### src/rtl/brs_pkg.sv
// Shared constants, codes and control types of the block distribution range splitter.
package brs_pkg;

    // Field and register widths.
    localparam int INDEX_BITS    = 32;
    localparam int BYTE_BITS     = 44;
    localparam int RANK_BITS     = 6;
    localparam int RCNT_BITS     = 7;
    localparam int EB_BITS       = 13;
    localparam int MAX_RANKS     = 64;
    localparam int CFG_IDX_BITS  = 2;
    localparam int CFG_DATA_BITS = 32;

    // Element counts can reach 2^INDEX_BITS, so they carry one extra bit.
    localparam int CNT_BITS        = INDEX_BITS + 1;
    localparam int NB_PROD_BITS    = CNT_BITS + EB_BITS;
    localparam int TOFF_PROD_BITS  = INDEX_BITS + EB_BITS;
    localparam int SPLIT_PROD_BITS = RANK_BITS + CNT_BITS;

    // Divider step counts: a full division for the per-rank split, and a short one
    // for index lookups whose quotient is a rank number.
    localparam int LONG_STEPS  = INDEX_BITS;
    localparam int SHORT_STEPS = RANK_BITS;
    localparam int STEP_BITS   = $clog2(LONG_STEPS + 1);

    // Configuration register indexes.
    localparam logic [CFG_IDX_BITS-1:0] CFG_TOTAL  = 2'd0;
    localparam logic [CFG_IDX_BITS-1:0] CFG_RANKS  = 2'd1;
    localparam logic [CFG_IDX_BITS-1:0] CFG_EBYTES = 2'd2;
    localparam logic [CFG_IDX_BITS-1:0] CFG_OWN    = 2'd3;

    // Controller states.
    typedef enum logic [3:0] {
        ST_IDLE,
        ST_CFG_START,
        ST_CFG_DIV,
        ST_CFG_SPLIT,
        ST_CHECK,
        ST_LO_START,
        ST_LO_WAIT,
        ST_HI_START,
        ST_HI_WAIT,
        ST_SEG_CNT,
        ST_SEG_MUL,
        ST_SEG_EMIT,
        ST_ERR
    } brs_state_t;

    // Commands from the controller to the datapath.
    typedef struct packed {
        logic cfg_start;
        logic cfg_capture;
        logic item_load;
        logic loc_start;
        logic loc_capture;
        logic loc_sel;
        logic seg_count;
        logic seg_mul;
        logic emit;
        logic emit_err;
    } brs_cmd_t;

    // Status from the datapath to the controller.
    typedef struct packed {
        logic invalid;
        logic div_fin;
        logic seg_final;
        logic out_free;
    } brs_sts_t;

endpackage

### src/rtl/brs_div.sv
// Restoring divider, one quotient bit per cycle, with a short mode for small quotients.
module brs_div (
    input  logic                             clk,
    input  logic                             rst_n,
    input  logic                             start,
    input  logic                             short_div,
    input  logic [brs_pkg::INDEX_BITS-1:0]   dividend,
    input  logic [brs_pkg::INDEX_BITS-1:0]   divisor,
    output logic [brs_pkg::INDEX_BITS-1:0]   quotient,
    output logic [brs_pkg::INDEX_BITS-1:0]   remainder,
    output logic                             fin
);

    logic                             busy_reg;
    logic                             fin_reg;
    logic [brs_pkg::STEP_BITS-1:0]    steps_reg;
    logic [brs_pkg::INDEX_BITS-1:0]   divisor_reg;
    logic [brs_pkg::INDEX_BITS-1:0]   rem_reg;
    logic [brs_pkg::INDEX_BITS-1:0]   rem_next;
    logic [brs_pkg::INDEX_BITS-1:0]   dq_reg;
    logic [brs_pkg::INDEX_BITS-1:0]   dq_next;
    logic [brs_pkg::INDEX_BITS:0]     shifted;
    logic [brs_pkg::INDEX_BITS:0]     diff;
    logic                             fits;

    // One restoring step: bring in the next dividend bit and try a subtract.
    always_comb
    begin
        shifted  = {rem_reg, dq_reg[brs_pkg::INDEX_BITS-1]};
        diff     = shifted - {1'b0, divisor_reg};
        fits     = (shifted >= {1'b0, divisor_reg});
        rem_next = fits ? diff[brs_pkg::INDEX_BITS-1:0] : shifted[brs_pkg::INDEX_BITS-1:0];
        dq_next  = {dq_reg[brs_pkg::INDEX_BITS-2:0], fits};
    end

    // Step sequencing. In short mode the quotient is known to fit in SHORT_STEPS bits,
    // so the upper dividend bits go straight into the partial remainder.
    always_ff @(posedge clk or negedge rst_n)
    begin
        if (!rst_n)
        begin
            busy_reg  <= 1'b0;
            fin_reg   <= 1'b0;
            steps_reg <= '0;
        end
        else if (start)
        begin
            busy_reg  <= 1'b1;
            fin_reg   <= 1'b0;
            steps_reg <= short_div ? brs_pkg::STEP_BITS'(brs_pkg::SHORT_STEPS)
                                   : brs_pkg::STEP_BITS'(brs_pkg::LONG_STEPS);
        end
        else if (busy_reg)
        begin
            steps_reg <= steps_reg - 1'b1;
            if (steps_reg == brs_pkg::STEP_BITS'(1))
            begin
                busy_reg <= 1'b0;
                fin_reg  <= 1'b1;
            end
        end
    end

    // Partial remainder and combined dividend/quotient shift register.
    always_ff @(posedge clk)
    begin
        if (start)
        begin
            divisor_reg <= divisor;
            if (short_div)
            begin
                rem_reg <= dividend >> brs_pkg::SHORT_STEPS;
                dq_reg  <= dividend << (brs_pkg::INDEX_BITS - brs_pkg::SHORT_STEPS);
            end
            else
            begin
                rem_reg <= '0;
                dq_reg  <= dividend;
            end
        end
        else if (busy_reg)
        begin
            rem_reg <= rem_next;
            dq_reg  <= dq_next;
        end
    end

    assign quotient  = dq_reg;
    assign remainder = rem_reg;
    assign fin       = fin_reg;

endmodule

### src/rtl/brs_datapath.sv
// Datapath: configuration, derived split values, index lookup and segment output register.
module brs_datapath (
    input  logic                                clk,
    input  logic                                rst_n,
    input  brs_pkg::brs_cmd_t                   cmd,
    output brs_pkg::brs_sts_t                   sts,
    input  logic                                cfg_we,
    input  logic [brs_pkg::CFG_IDX_BITS-1:0]    cfg_index,
    input  logic [brs_pkg::CFG_DATA_BITS-1:0]   cfg_data,
    input  logic                                opcode,
    input  logic [brs_pkg::INDEX_BITS-1:0]      lo_index,
    input  logic [brs_pkg::INDEX_BITS-1:0]      hi_index,
    output logic                                out_valid,
    input  logic                                out_ready,
    output logic                                status,
    output logic                                op_out,
    output logic [brs_pkg::RANK_BITS-1:0]       target_rank,
    output logic [brs_pkg::BYTE_BITS-1:0]       target_byte_offset,
    output logic [brs_pkg::BYTE_BITS-1:0]       segment_bytes,
    output logic [brs_pkg::BYTE_BITS-1:0]       buffer_byte_offset,
    output logic                                last
);

    // Configuration and derived values.
    logic [brs_pkg::INDEX_BITS-1:0]      total_reg;
    logic [brs_pkg::RCNT_BITS-1:0]       ranks_reg;
    logic [brs_pkg::RCNT_BITS-1:0]       ranks_next;
    logic [brs_pkg::EB_BITS-1:0]         ebytes_reg;
    logic [brs_pkg::INDEX_BITS-1:0]      base_reg;
    logic [brs_pkg::RANK_BITS-1:0]       extra_reg;
    logic [brs_pkg::INDEX_BITS-1:0]      split_reg;
    logic [brs_pkg::SPLIT_PROD_BITS-1:0] split_prod;

    // Request and lookup results.
    logic                                op_reg;
    logic [brs_pkg::INDEX_BITS-1:0]      lo_reg;
    logic [brs_pkg::INDEX_BITS-1:0]      hi_reg;
    logic                                first_reg;
    logic [brs_pkg::RANK_BITS-1:0]       rl_reg;
    logic [brs_pkg::RANK_BITS-1:0]       rh_reg;
    logic [brs_pkg::INDEX_BITS-1:0]      ol_reg;
    logic [brs_pkg::INDEX_BITS-1:0]      oh_reg;

    // Segment walk.
    logic [brs_pkg::RANK_BITS-1:0]       r_reg;
    logic [brs_pkg::CNT_BITS-1:0]        cnt_reg;
    logic [brs_pkg::CNT_BITS-1:0]        cnt_next;
    logic [brs_pkg::BYTE_BITS-1:0]       toff_reg;
    logic [brs_pkg::BYTE_BITS-1:0]       toff_next;
    logic [brs_pkg::BYTE_BITS-1:0]       nb_reg;
    logic [brs_pkg::BYTE_BITS-1:0]       boff_reg;
    logic [brs_pkg::NB_PROD_BITS-1:0]    nb_prod;
    logic [brs_pkg::TOFF_PROD_BITS-1:0]  toff_prod;
    logic [brs_pkg::CNT_BITS-1:0]        rank_len;
    logic                                seg_first;
    logic                                seg_final;

    // Divider hookup.
    logic [brs_pkg::INDEX_BITS-1:0]      loc_idx;
    logic                                loc_first;
    logic [brs_pkg::INDEX_BITS-1:0]      div_dividend;
    logic [brs_pkg::INDEX_BITS-1:0]      div_divisor;
    logic [brs_pkg::INDEX_BITS-1:0]      quo;
    logic [brs_pkg::INDEX_BITS-1:0]      rem;
    logic                                div_fin;
    logic [brs_pkg::RCNT_BITS-1:0]       rank_sum;
    logic [brs_pkg::RANK_BITS-1:0]       loc_rank;
    logic [brs_pkg::INDEX_BITS-1:0]      loc_off;

    // Output register.
    logic                                out_valid_reg;
    logic                                status_reg;
    logic                                op_out_reg;
    logic [brs_pkg::RANK_BITS-1:0]       rank_out_reg;
    logic [brs_pkg::BYTE_BITS-1:0]       toff_out_reg;
    logic [brs_pkg::BYTE_BITS-1:0]       nb_out_reg;
    logic [brs_pkg::BYTE_BITS-1:0]       boff_out_reg;
    logic                                last_reg;

    // A rank count of zero means one rank; counts above the limit saturate.
    always_comb
    begin
        ranks_next = cfg_data[brs_pkg::RCNT_BITS-1:0];
        if (ranks_next == '0)
        begin
            ranks_next = brs_pkg::RCNT_BITS'(1);
        end
        else if (ranks_next > brs_pkg::RCNT_BITS'(brs_pkg::MAX_RANKS))
        begin
            ranks_next = brs_pkg::RCNT_BITS'(brs_pkg::MAX_RANKS);
        end
    end

    // Configuration registers.
    always_ff @(posedge clk or negedge rst_n)
    begin
        if (!rst_n)
        begin
            total_reg  <= brs_pkg::INDEX_BITS'(1);
            ranks_reg  <= brs_pkg::RCNT_BITS'(1);
            ebytes_reg <= brs_pkg::EB_BITS'(1);
        end
        else if (cfg_we)
        begin
            case (cfg_index)
                brs_pkg::CFG_TOTAL:  total_reg  <= cfg_data;
                brs_pkg::CFG_RANKS:  ranks_reg  <= ranks_next;
                brs_pkg::CFG_EBYTES: ebytes_reg <= cfg_data[brs_pkg::EB_BITS-1:0];
                brs_pkg::CFG_OWN:
                begin
                    // The requesting rank has no effect on the mapping.
                end
                default:
                begin
                end
            endcase
        end
    end

    // Elements held before the first short rank: extra * (base + 1).
    assign split_prod = brs_pkg::SPLIT_PROD_BITS'(rem[brs_pkg::RANK_BITS-1:0])
                      * brs_pkg::SPLIT_PROD_BITS'({1'b0, quo} + 1'b1);

    // Derived per-rank counts, captured when the configuration division ends.
    always_ff @(posedge clk or negedge rst_n)
    begin
        if (!rst_n)
        begin
            base_reg  <= brs_pkg::INDEX_BITS'(1);
            extra_reg <= '0;
            split_reg <= '0;
        end
        else if (cmd.cfg_capture)
        begin
            base_reg  <= quo;
            extra_reg <= rem[brs_pkg::RANK_BITS-1:0];
            split_reg <= split_prod[brs_pkg::INDEX_BITS-1:0];
        end
    end

    // Request capture.
    always_ff @(posedge clk)
    begin
        if (cmd.item_load)
        begin
            op_reg <= opcode;
            lo_reg <= lo_index;
            hi_reg <= hi_index;
        end
    end

    assign sts.invalid = (lo_reg >= total_reg) || (hi_reg >= total_reg) || (hi_reg < lo_reg);

    // Divider operands: the configuration split, or an index lookup in either the
    // long-rank region or the short-rank region.
    always_comb
    begin
        loc_idx   = cmd.loc_sel ? hi_reg : lo_reg;
        loc_first = (loc_idx < split_reg);
        if (cmd.cfg_start)
        begin
            div_dividend = total_reg;
            div_divisor  = brs_pkg::INDEX_BITS'(ranks_reg);
        end
        else if (loc_first)
        begin
            div_dividend = loc_idx;
            div_divisor  = base_reg + 1'b1;
        end
        else
        begin
            div_dividend = loc_idx - split_reg;
            div_divisor  = base_reg;
        end
    end

    brs_div u_div (
        .clk       (clk),
        .rst_n     (rst_n),
        .start     (cmd.cfg_start | cmd.loc_start),
        .short_div (!cmd.cfg_start),
        .dividend  (div_dividend),
        .divisor   (div_divisor),
        .quotient  (quo),
        .remainder (rem),
        .fin       (div_fin)
    );

    assign sts.div_fin = div_fin;

    // Rank and offset of a looked-up index. Short ranks follow the extra ones.
    always_comb
    begin
        rank_sum = {1'b0, extra_reg} + {1'b0, quo[brs_pkg::RANK_BITS-1:0]};
        if (first_reg)
        begin
            loc_rank = quo[brs_pkg::RANK_BITS-1:0];
            loc_off  = rem;
        end
        else if (base_reg == '0)
        begin
            loc_rank = '0;
            loc_off  = '0;
        end
        else
        begin
            loc_rank = rank_sum[brs_pkg::RANK_BITS-1:0];
            loc_off  = rem;
        end
    end

    always_ff @(posedge clk)
    begin
        if (cmd.loc_start)
        begin
            first_reg <= loc_first;
        end
        if (cmd.loc_capture)
        begin
            if (cmd.loc_sel)
            begin
                rh_reg   <= loc_rank;
                oh_reg   <= loc_off;
                r_reg    <= rl_reg;
                boff_reg <= '0;
            end
            else
            begin
                rl_reg <= loc_rank;
                ol_reg <= loc_off;
            end
        end
        else if (cmd.emit)
        begin
            r_reg    <= r_reg + 1'b1;
            boff_reg <= boff_reg + nb_reg;
        end
    end

    // Element count of the current segment.
    always_comb
    begin
        seg_first = (r_reg == rl_reg);
        seg_final = (r_reg == rh_reg);
        rank_len  = {1'b0, base_reg} + brs_pkg::CNT_BITS'(r_reg < extra_reg);
        toff_prod = brs_pkg::TOFF_PROD_BITS'(ol_reg) * brs_pkg::TOFF_PROD_BITS'(ebytes_reg);
        toff_next = seg_first ? toff_prod[brs_pkg::BYTE_BITS-1:0] : '0;
        if (seg_first && seg_final)
        begin
            cnt_next = {1'b0, hi_reg} - {1'b0, lo_reg} + 1'b1;
        end
        else if (seg_first)
        begin
            cnt_next = rank_len - {1'b0, ol_reg};
        end
        else if (seg_final)
        begin
            cnt_next = {1'b0, oh_reg} + 1'b1;
        end
        else
        begin
            cnt_next = rank_len;
        end
    end

    assign sts.seg_final = seg_final;

    assign nb_prod = brs_pkg::NB_PROD_BITS'(cnt_reg) * brs_pkg::NB_PROD_BITS'(ebytes_reg);

    // Segment count, then its byte size in the cycle after.
    always_ff @(posedge clk)
    begin
        if (cmd.seg_count)
        begin
            cnt_reg  <= cnt_next;
            toff_reg <= toff_next;
        end
        if (cmd.seg_mul)
        begin
            nb_reg <= nb_prod[brs_pkg::BYTE_BITS-1:0];
        end
    end

    // Output valid: set on a new result, cleared once the result transfers.
    always_ff @(posedge clk or negedge rst_n)
    begin
        if (!rst_n)
        begin
            out_valid_reg <= 1'b0;
        end
        else if (cmd.emit)
        begin
            out_valid_reg <= 1'b1;
        end
        else if (out_ready)
        begin
            out_valid_reg <= 1'b0;
        end
    end

    assign sts.out_free = !out_valid_reg || out_ready;

    // Output payload. An error result carries zeros in every segment field.
    always_ff @(posedge clk)
    begin
        if (cmd.emit)
        begin
            status_reg   <= cmd.emit_err;
            op_out_reg   <= op_reg;
            rank_out_reg <= cmd.emit_err ? '0 : r_reg;
            toff_out_reg <= cmd.emit_err ? '0 : toff_reg;
            nb_out_reg   <= cmd.emit_err ? '0 : nb_reg;
            boff_out_reg <= cmd.emit_err ? '0 : boff_reg;
            last_reg     <= cmd.emit_err || seg_final;
        end
    end

    assign out_valid          = out_valid_reg;
    assign status             = status_reg;
    assign op_out             = op_out_reg;
    assign target_rank        = rank_out_reg;
    assign target_byte_offset = toff_out_reg;
    assign segment_bytes      = nb_out_reg;
    assign buffer_byte_offset = boff_out_reg;
    assign last               = last_reg;

endmodule

### src/rtl/brs_ctrl.sv
// Controller state machine: sequences configuration division, lookups and segment output.
module brs_ctrl (
    input  logic                clk,
    input  logic                rst_n,
    input  logic                cfg_we,
    input  logic                in_valid,
    output logic                in_ready,
    output brs_pkg::brs_cmd_t   cmd,
    input  brs_pkg::brs_sts_t   sts
);

    brs_pkg::brs_state_t state_reg;
    brs_pkg::brs_state_t state_next;

    always_ff @(posedge clk or negedge rst_n)
    begin
        if (!rst_n)
        begin
            state_reg <= brs_pkg::ST_IDLE;
        end
        else
        begin
            state_reg <= state_next;
        end
    end

    // Next state.
    always_comb
    begin
        state_next = state_reg;
        case (state_reg)
            brs_pkg::ST_IDLE:
            begin
                if (cfg_we)
                    state_next = brs_pkg::ST_CFG_START;
                else if (in_valid)
                    state_next = brs_pkg::ST_CHECK;
            end
            brs_pkg::ST_CFG_START:
            begin
                if (!cfg_we)
                    state_next = brs_pkg::ST_CFG_DIV;
            end
            brs_pkg::ST_CFG_DIV:
            begin
                if (cfg_we)
                    state_next = brs_pkg::ST_CFG_START;
                else if (sts.div_fin)
                    state_next = brs_pkg::ST_CFG_SPLIT;
            end
            brs_pkg::ST_CFG_SPLIT:
            begin
                state_next = cfg_we ? brs_pkg::ST_CFG_START : brs_pkg::ST_IDLE;
            end
            brs_pkg::ST_CHECK:
            begin
                state_next = sts.invalid ? brs_pkg::ST_ERR : brs_pkg::ST_LO_START;
            end
            brs_pkg::ST_LO_START: state_next = brs_pkg::ST_LO_WAIT;
            brs_pkg::ST_LO_WAIT:
            begin
                if (sts.div_fin)
                    state_next = brs_pkg::ST_HI_START;
            end
            brs_pkg::ST_HI_START: state_next = brs_pkg::ST_HI_WAIT;
            brs_pkg::ST_HI_WAIT:
            begin
                if (sts.div_fin)
                    state_next = brs_pkg::ST_SEG_CNT;
            end
            brs_pkg::ST_SEG_CNT: state_next = brs_pkg::ST_SEG_MUL;
            brs_pkg::ST_SEG_MUL: state_next = brs_pkg::ST_SEG_EMIT;
            brs_pkg::ST_SEG_EMIT:
            begin
                if (sts.out_free)
                    state_next = sts.seg_final ? brs_pkg::ST_IDLE : brs_pkg::ST_SEG_CNT;
            end
            brs_pkg::ST_ERR:
            begin
                if (sts.out_free)
                    state_next = brs_pkg::ST_IDLE;
            end
            default: state_next = brs_pkg::ST_IDLE;
        endcase
    end

    // Commands to the datapath.
    always_comb
    begin
        cmd      = '0;
        in_ready = 1'b0;
        case (state_reg)
            brs_pkg::ST_IDLE:
            begin
                in_ready      = !cfg_we;
                cmd.item_load = in_valid && !cfg_we;
            end
            brs_pkg::ST_CFG_START: cmd.cfg_start = !cfg_we;
            brs_pkg::ST_CFG_DIV:
            begin
            end
            brs_pkg::ST_CFG_SPLIT: cmd.cfg_capture = 1'b1;
            brs_pkg::ST_CHECK:
            begin
            end
            brs_pkg::ST_LO_START:
            begin
                cmd.loc_start = 1'b1;
                cmd.loc_sel   = 1'b0;
            end
            brs_pkg::ST_LO_WAIT:
            begin
                cmd.loc_capture = sts.div_fin;
                cmd.loc_sel     = 1'b0;
            end
            brs_pkg::ST_HI_START:
            begin
                cmd.loc_start = 1'b1;
                cmd.loc_sel   = 1'b1;
            end
            brs_pkg::ST_HI_WAIT:
            begin
                cmd.loc_capture = sts.div_fin;
                cmd.loc_sel     = 1'b1;
            end
            brs_pkg::ST_SEG_CNT: cmd.seg_count = 1'b1;
            brs_pkg::ST_SEG_MUL: cmd.seg_mul = 1'b1;
            brs_pkg::ST_SEG_EMIT: cmd.emit = sts.out_free;
            brs_pkg::ST_ERR:
            begin
                cmd.emit     = sts.out_free;
                cmd.emit_err = 1'b1;
            end
            default:
            begin
            end
        endcase
    end

endmodule

### src/rtl/block_distribution_range_splitter_core.sv
// Top level of the block distribution range splitter: controller plus datapath.
//
//   Channel   Handshake             Payload
//   -------   -------------------   ------------------------------------------------
//   in        in_valid / in_ready   opcode, lo_index, hi_index
//   out       out_valid / out_ready status, op_out, target_rank, target_byte_offset,
//                                   segment_bytes, buffer_byte_offset, last
//   cfg       cfg_we (no wait)      cfg_index, cfg_data
//
// After its transfer a request passes one range check state, then two 6-step divisions
// on the shared divider, then the count, multiply and emit states for each segment,
// plus any output stall. An invalid range goes from the check to the error state.
// A configuration write starts a 32-step division of the element count by the rank
// count; in_ready stays low during the writes and until the split values are captured.
// Reset loads one element over one rank with one-byte elements.
// A stalled output holds the segment walk; a new request is taken while the last
// result still waits in the output register.
module block_distribution_range_splitter_core (
    input  logic                                clk,
    input  logic                                rst_n,
    input  logic                                cfg_we,
    input  logic [brs_pkg::CFG_IDX_BITS-1:0]    cfg_index,
    input  logic [brs_pkg::CFG_DATA_BITS-1:0]   cfg_data,
    input  logic                                in_valid,
    output logic                                in_ready,
    input  logic                                opcode,
    input  logic [brs_pkg::INDEX_BITS-1:0]      lo_index,
    input  logic [brs_pkg::INDEX_BITS-1:0]      hi_index,
    output logic                                out_valid,
    input  logic                                out_ready,
    output logic                                status,
    output logic                                op_out,
    output logic [brs_pkg::RANK_BITS-1:0]       target_rank,
    output logic [brs_pkg::BYTE_BITS-1:0]       target_byte_offset,
    output logic [brs_pkg::BYTE_BITS-1:0]       segment_bytes,
    output logic [brs_pkg::BYTE_BITS-1:0]       buffer_byte_offset,
    output logic                                last
);

    brs_pkg::brs_cmd_t cmd;
    brs_pkg::brs_sts_t sts;

    brs_ctrl u_ctrl (
        .clk      (clk),
        .rst_n    (rst_n),
        .cfg_we   (cfg_we),
        .in_valid (in_valid),
        .in_ready (in_ready),
        .cmd      (cmd),
        .sts      (sts)
    );

    brs_datapath u_dp (
        .clk                (clk),
        .rst_n              (rst_n),
        .cmd                (cmd),
        .sts                (sts),
        .cfg_we             (cfg_we),
        .cfg_index          (cfg_index),
        .cfg_data           (cfg_data),
        .opcode             (opcode),
        .lo_index           (lo_index),
        .hi_index           (hi_index),
        .out_valid          (out_valid),
        .out_ready          (out_ready),
        .status             (status),
        .op_out             (op_out),
        .target_rank        (target_rank),
        .target_byte_offset (target_byte_offset),
        .segment_bytes      (segment_bytes),
        .buffer_byte_offset (buffer_byte_offset),
        .last               (last)
    );

`ifndef SYNTHESIS
    // After a request transfers, the block is busy on it and in_ready is low in the next cycle.
    a_busy_after_accept: assert property (@(posedge clk) disable iff (!rst_n)
        (in_valid && in_ready) |=> !in_ready)
        else $error("request accepted on consecutive cycles");

    // A configuration write blocks requests until the split is recomputed.
    a_busy_after_cfg: assert property (@(posedge clk) disable iff (!rst_n)
        cfg_we |=> !in_ready)
        else $error("request path open right after a configuration write");

    // An error result is a single, final result with empty segment fields.
    a_err_result: assert property (@(posedge clk) disable iff (!rst_n)
        (out_valid && status) |-> (last && target_rank == '0 && segment_bytes == '0
                                   && buffer_byte_offset == '0))
        else $error("error result with segment data or without last");
`endif

endmodule

### config.mk
export PLATFORM = sky130hd
export DESIGN_NAME = block_distribution_range_splitter_core
export DESIGN_NICKNAME = d
export VERILOG_FILES = /design/src/rtl/brs_pkg.sv /design/src/rtl/brs_div.sv /design/src/rtl/brs_datapath.sv /design/src/rtl/brs_ctrl.sv /design/src/rtl/block_distribution_range_splitter_core.sv
export SDC_FILE = /design/constraint.sdc
export NUM_CORES = 2
export LEC_CHECK = 0
export BUFFER_PORTS_ARGS = -buffer_cell sky130_fd_sc_hd__buf_2
export CAP_MARGIN = 0
export CORE_ASPECT_RATIO = 1.4
export CORE_MARGIN = 2
export CORE_UTILIZATION = 50
export CTS_BUF_LIST = sky130_fd_sc_hd__clkbuf_16
export DETAILED_ROUTE_END_ITERATION = 6
export PLACE_DENSITY = 0.66
export REMOVE_ABC_BUFFERS = 1
export SYNTH_ARGS = -nofsm -noshare
export SYNTH_HDL_FRONTEND = slang
export SYNTH_SLANG_ARGS = --single-unit
### constraint.sdc
create_clock -name clk -period 24.9 [get_ports clk]
set_clock_uncertainty 0.15 [all_clocks]
set_input_delay 2.49 -clock clk [delete_from_list [all_inputs] [get_ports clk]]
set_output_delay 2.49 -clock clk [all_outputs]
set_load 0.005 [all_outputs]
# Yosys cells after proc, flatten, opt, wreduce, memory -nomap -nowiden
# Cells that the tools add are included.
[word_totals] reg_bits=685 in_bits=104 output_inout_bits=143
[classes] n_addsub=13 multipliers=3 magnitude_cmp=7 n_eq_ne=25 mux=62 bitwise=2 reduce_logical=28
[ops] operator="32-bit two-way mux" n=12
[ops] operator="44-bit two-way mux" n=3
[ops] operator="33-bit two-way mux" n=3
[ops] operator="32-bit by 1-bit adder with 33-bit output, second input constant" n=2
[ops] operator="32-bit greater-or-equal comparator" n=2
[ops] operator="32-bit less-than comparator" n=2
[ops] operator="32-bit subtractor" n=2
[ops] operator="4-bit case mux with 13 select lines" n=1
[ops] operator="6-bit two-way mux" n=8
[ops] operator="44-bit adder" n=1
[ops] operator="32-bit by 13-bit multiplier with 44-bit output" n=1
[ops] operator="33-bit by 13-bit multiplier with 44-bit output" n=1
[ops] operator="4-bit two-way mux" n=11
[ops] operator="6-bit by 39-bit multiplier with 32-bit output" n=1
[ops] operator="32-bit by 1-bit adder with 33-bit output" n=1
[ops] operator="33-bit by 1-bit adder with 33-bit output, second input constant" n=1
[ops] operator="33-bit by 32-bit greater-or-equal comparator with 1-bit output" n=1
[ops] operator="32-bit by 32-bit subtractor with 33-bit output" n=1
[ops] operator="33-bit by 32-bit subtractor with 33-bit output" n=1
[ops] operator="32-bit by 1-bit adder with 32-bit output, second input constant" n=1
[ops] operator="32-bit zero test" n=1
[ops] operator="26-bit two-way mux" n=1
[ops] operator="7-bit two-way mux" n=3
[ops] operator="4-bit equality test, second input constant" n=5
[ops] operator="other kinds (29)" n=74

# Logic depth before layout (Yosys ltp)
[depth] depth_word=9 mapped_depth=27

# Modules after synthesis
# Synthesis repeated with hierarchy kept, for this count alone.
[unflattened] cells_unflattened=7664 area_unflattened_um2=72239.3
[modules_own_cells] module="brs_datapath" instances=1 cells_each=7028 area_per_inst_um2=65669.2 seq_area_each_um2=16716.0
[modules_own_cells] module="brs_div" instances=1 cells_each=575 area_per_inst_um2=6075.8 seq_area_each_um2=3083.0
[modules_own_cells] module="brs_ctrl" instances=1 cells_each=61 area_per_inst_um2=494.2 seq_area_each_um2=100.1

# Worst setup path after synthesis
# OpenSTA, ideal clock, no wires.
[synth_path] kind="input -> register" start="in out_ready" end="reg u_dp.boff_out_reg (netlist bit u_dp.buffer_byte_offset[0]), enable pin" arrival_ns=8.386 required_ns=24.106 setup_slack_ns=15.720 stages=2 path_buffers=0 path_cell_list="nor2b_1 > nor2_1"
[synth_rtl] item="from (decl)" line_no="block_distribution_range_splitter_core.sv:30" text="input logic out_ready,"
[synth_rtl] item="to (signal assigned)" line_no="brs_datapath.sv:313" text="boff_out_reg <= cmd.emit_err ? '0 : boff_reg;"
[synth_rtl] item="to (decl)" line_no="brs_datapath.sv:77" text="logic [brs_pkg::BYTE_BITS-1:0] boff_out_reg;"

# Worst setup path in the final report
[layout_path] start="reg u_dp.ebytes_reg[3] in the netlist's numbering" end="reg u_dp.toff_reg[43] in the netlist's numbering (data pin)"
[layout_via] elab_chain_cells=1
[layout_lines] item="from (decl)" line_no="brs_datapath.sv:28" text="logic [brs_pkg::EB_BITS-1:0] ebytes_reg;"
[layout_lines] item="from (signal assigned)" line_no="brs_datapath.sv:101" text="ebytes_reg <= brs_pkg::EB_BITS'(1);"
[layout_lines] item="from (signal assigned)" line_no="brs_datapath.sv:108" text="brs_pkg::CFG_EBYTES: ebytes_reg <= cfg_data[brs_pkg::EB_BITS-1:0];"
[layout_lines] item="32-bit by 13-bit multiplier with 44-bit output" line_no="brs_datapath.sv:246" text="toff_prod = brs_pkg::TOFF_PROD_BITS'(ol_reg) * brs_pkg::TOFF_PROD_BITS'(ebytes_reg);"
[layout_lines] item="to (signal assigned)" line_no="brs_datapath.sv:276" text="toff_reg <= toff_next;"
[layout_lines] item="to (decl)" line_no="brs_datapath.sv:48" text="logic [brs_pkg::BYTE_BITS-1:0] toff_reg;"
# Every way passes these cells.
# A chain may end at the register's enable or synchronous reset.

==> metrics <==
Critical-path top delay cell=dfrtp_1; most common cell in the synthesized netlist=inv_1; Final Max Tran Viols=0; largest net degree at the start of global routing=77; initial antenna violation count=4; Seq cells post-synth=685; DPL Wire Length=149 mm; Root Driver=clkbuf_16; Synth Instances=7521; routability cong.=0.920; H-tree level count=3; number of vias per cell=5.48; CTS buffer count=79; worst-path cell chain=buf_4, and2_1, fa_1, inv_1, fa_1, inv_1, fa_1, inv_1, fa_1, fa_1, inv_1, ha_1, o21ai_0, a211oi_1, a22oi_1, nor4_1, nor3_1, o21ai_0, a211oi_1, o211ai_1, a21oi_1, xnor2_1, nor2_1; P&R area growth vs syn=7.86%; Area contributors post-synth=edfxtp_1 (23%), fa_1 (23%), ha_1 (8.6%); WHS Endpoint=u_dp.op_out$_DFFE_PP_; r2r endpoint=u_dp.toff_reg[43]$_SDFFCE_PN0P_; HP Class=register to register; Most common cell on crit path=fa_1; setup slack after layout=16.93 ns; R2R depth=23; number of global-route vias before repair=56047; largest delay contributor family on the critical path=adder cells; crit start category=register; WHS Path Cells=0; clk_lat worst skew=0.74 ns; DRT Pass-1 Iters=6; Worst EP required=25.20 ns; IO Pins=247; Max Freq=0.125 GHz; post-synth top area share=23.3%; PortBufs=246; Initial Utilization=50.3%; final worst path period share=32.0%; register area share after synthesis=28.1%; critical path class=register to register; CTS Hold Buffers Added=0; CP Capture Type=register; Post-CTS Setup Repair Bufs=0; reg2reg start=u_dp.ebytes_reg[3]$_DFFE_PN0P_; Die Span X=322 µm; first-pass GRT wire length=300 mm; Cell Area, Synth=0.0709 mm²; worst slack, placed=16.93 ns; Avg Cell Area, Syn=9.43 µm²; Slew @ Worst Pin=1.40 ns; die area=0.145 mm²; GRT Total Usage=26.6%; CTS clock-pin slew for the worst setup and hold paths=0.06 ns; slew margin rel.=4.11%; row cnt=163; setup slack, reg-to-reg=16.93 ns; DR iter-0 viols=2934; drt wl/cell=19.8 µm; setup TNS=0 ns; share of cells above drive strength 1=7.04%; Syn. warnings=0; detailed-route DRC error count=0; post-CTS sizing=0; Die Y=450 µm; Final Hold Vio Count=0; min cycle time layout=7.97 ns; final layout net count=8981; Final Non-Filler Cells=9554; Synth area leader=edfxtp_1; async set-reset flop share out of synthesis=19.7%; final core utilization=54.3%; crit-path max FO=44; WP data arrival=8.27 ns; core area=0.141 mm²; post-route ant nets=0; critical path's largest stage delay=0.82 ns; via count=52387; Hold Startpoint=u_dp.op_reg$_DFFE_PP_; MaxCap Viol Count=0; ys flop type=edfxtp_1; library cells used by synthesis=89; CTS tree=done; final WL=189 mm; gr ovfl total=0; clock sink total=685; number of synthesized flops with an enable pin=550; clk buf depth=3; setup violators final=0; RSZ-0062 raised after global routing=false; commonest cells in the netlist=inv_1 (1175), nand2_1 (1000), fa_1 (799); placed cells=9404; Worst Path Buf+Inv=5; outcome=finished clean
-- per-stage QoR --
stage          hold WS [ns]  instance area, µm²
2_1_floorplan         0.250               69700
3_3_place_gp          0.255               73900
3_5_place_dp          0.263               73900
4_1_cts               0.281               76500
5_1_grt               0.299               76500
6_report              0.275               76500
-- per-layer routing --
metal,routed length (µm),GRT usage (%)
met4,11700,15.5
met5,10,0
met1,70700,29.1
met3,7240,2.58
met2,99600,49.6
-- cells in the final DEF (no fill, tap or decap), types with 33 or more instances in the layout --
cell type / instances
nor3_1: 56
edfxtp_1: 550
buf_4: 66
buf_2: 245
mux2i_1: 45
o21ai_0: 310
nand3_1: 120
nand2b_1: 63
nand2_1: 999
a21o_1: 158
dfrtp_1: 125
and2_1: 401
a211oi_1: 42
nor2b_1: 274
ha_1: 490
o21bai_1: 37
fa_1: 799
nor2_1: 327
and3_1: 46
a21oi_1: 291
mux2_2: 33
o21a_1: 39
xor2_1: 168
nand4_1: 56
a31oi_1: 41
clkbuf_16: 81
xnor2_1: 215
inv_1: 1190
-- cell type report --
class                   count  area, µm²
clock inverters            65        547
clock buffers              81       2030
multi-input cells        5333      45500
inverters                1177       4420
fillers                 12728      64500
flip-flops and latches    685      19900
repair buffers            312       1730
well taps                1897       2370
diodes                      4       10.0
-- how the worst max path moves through the flow --
stage | from | end | cells after the start
2_1_floorplan | out_ready | u_dp.buffer_byte_offset[0]$_SDFFCE_PP0P_ | 2
4_1_cts | u_dp.ebytes_reg[3]$_DFFE_PN0P_ | u_dp.toff_reg[43]$_SDFFCE_PN0P_ | 23
5_1_grt | u_dp.ebytes_reg[3]$_DFFE_PN0P_ | u_dp.toff_reg[43]$_SDFFCE_PN0P_ | 23
6_report | u_dp.ebytes_reg[3]$_DFFE_PN0P_ | u_dp.toff_reg[43]$_SDFFCE_PN0P_ | 23
3_5_place_dp | u_dp.ebytes_reg[3]$_DFFE_PN0P_ | u_dp.toff_reg[43]$_SDFFCE_PN0P_ | 23
3_3_place_gp | u_dp.ebytes_reg[3]$_DFFE_PN0P_ | u_dp.toff_reg[43]$_SDFFCE_PN0P_ | 23
-- cell families after synthesis --
family	after synthesis	share of synthesized area (%)
DFF	685	28.1
and+or+nand+nor	2458	16.9
muxes	78	1.16
buffers and inverters	1503	7.99
AOI/OAI and AO/OA	1124	9.95
xor gates and xnor gates	384	4.75
adders and majority gates	1289	31.2
Power is left out: the tool's default activity adds up to more than one toggle a clock period on the data nets, which glitch-free logic cannot reach.
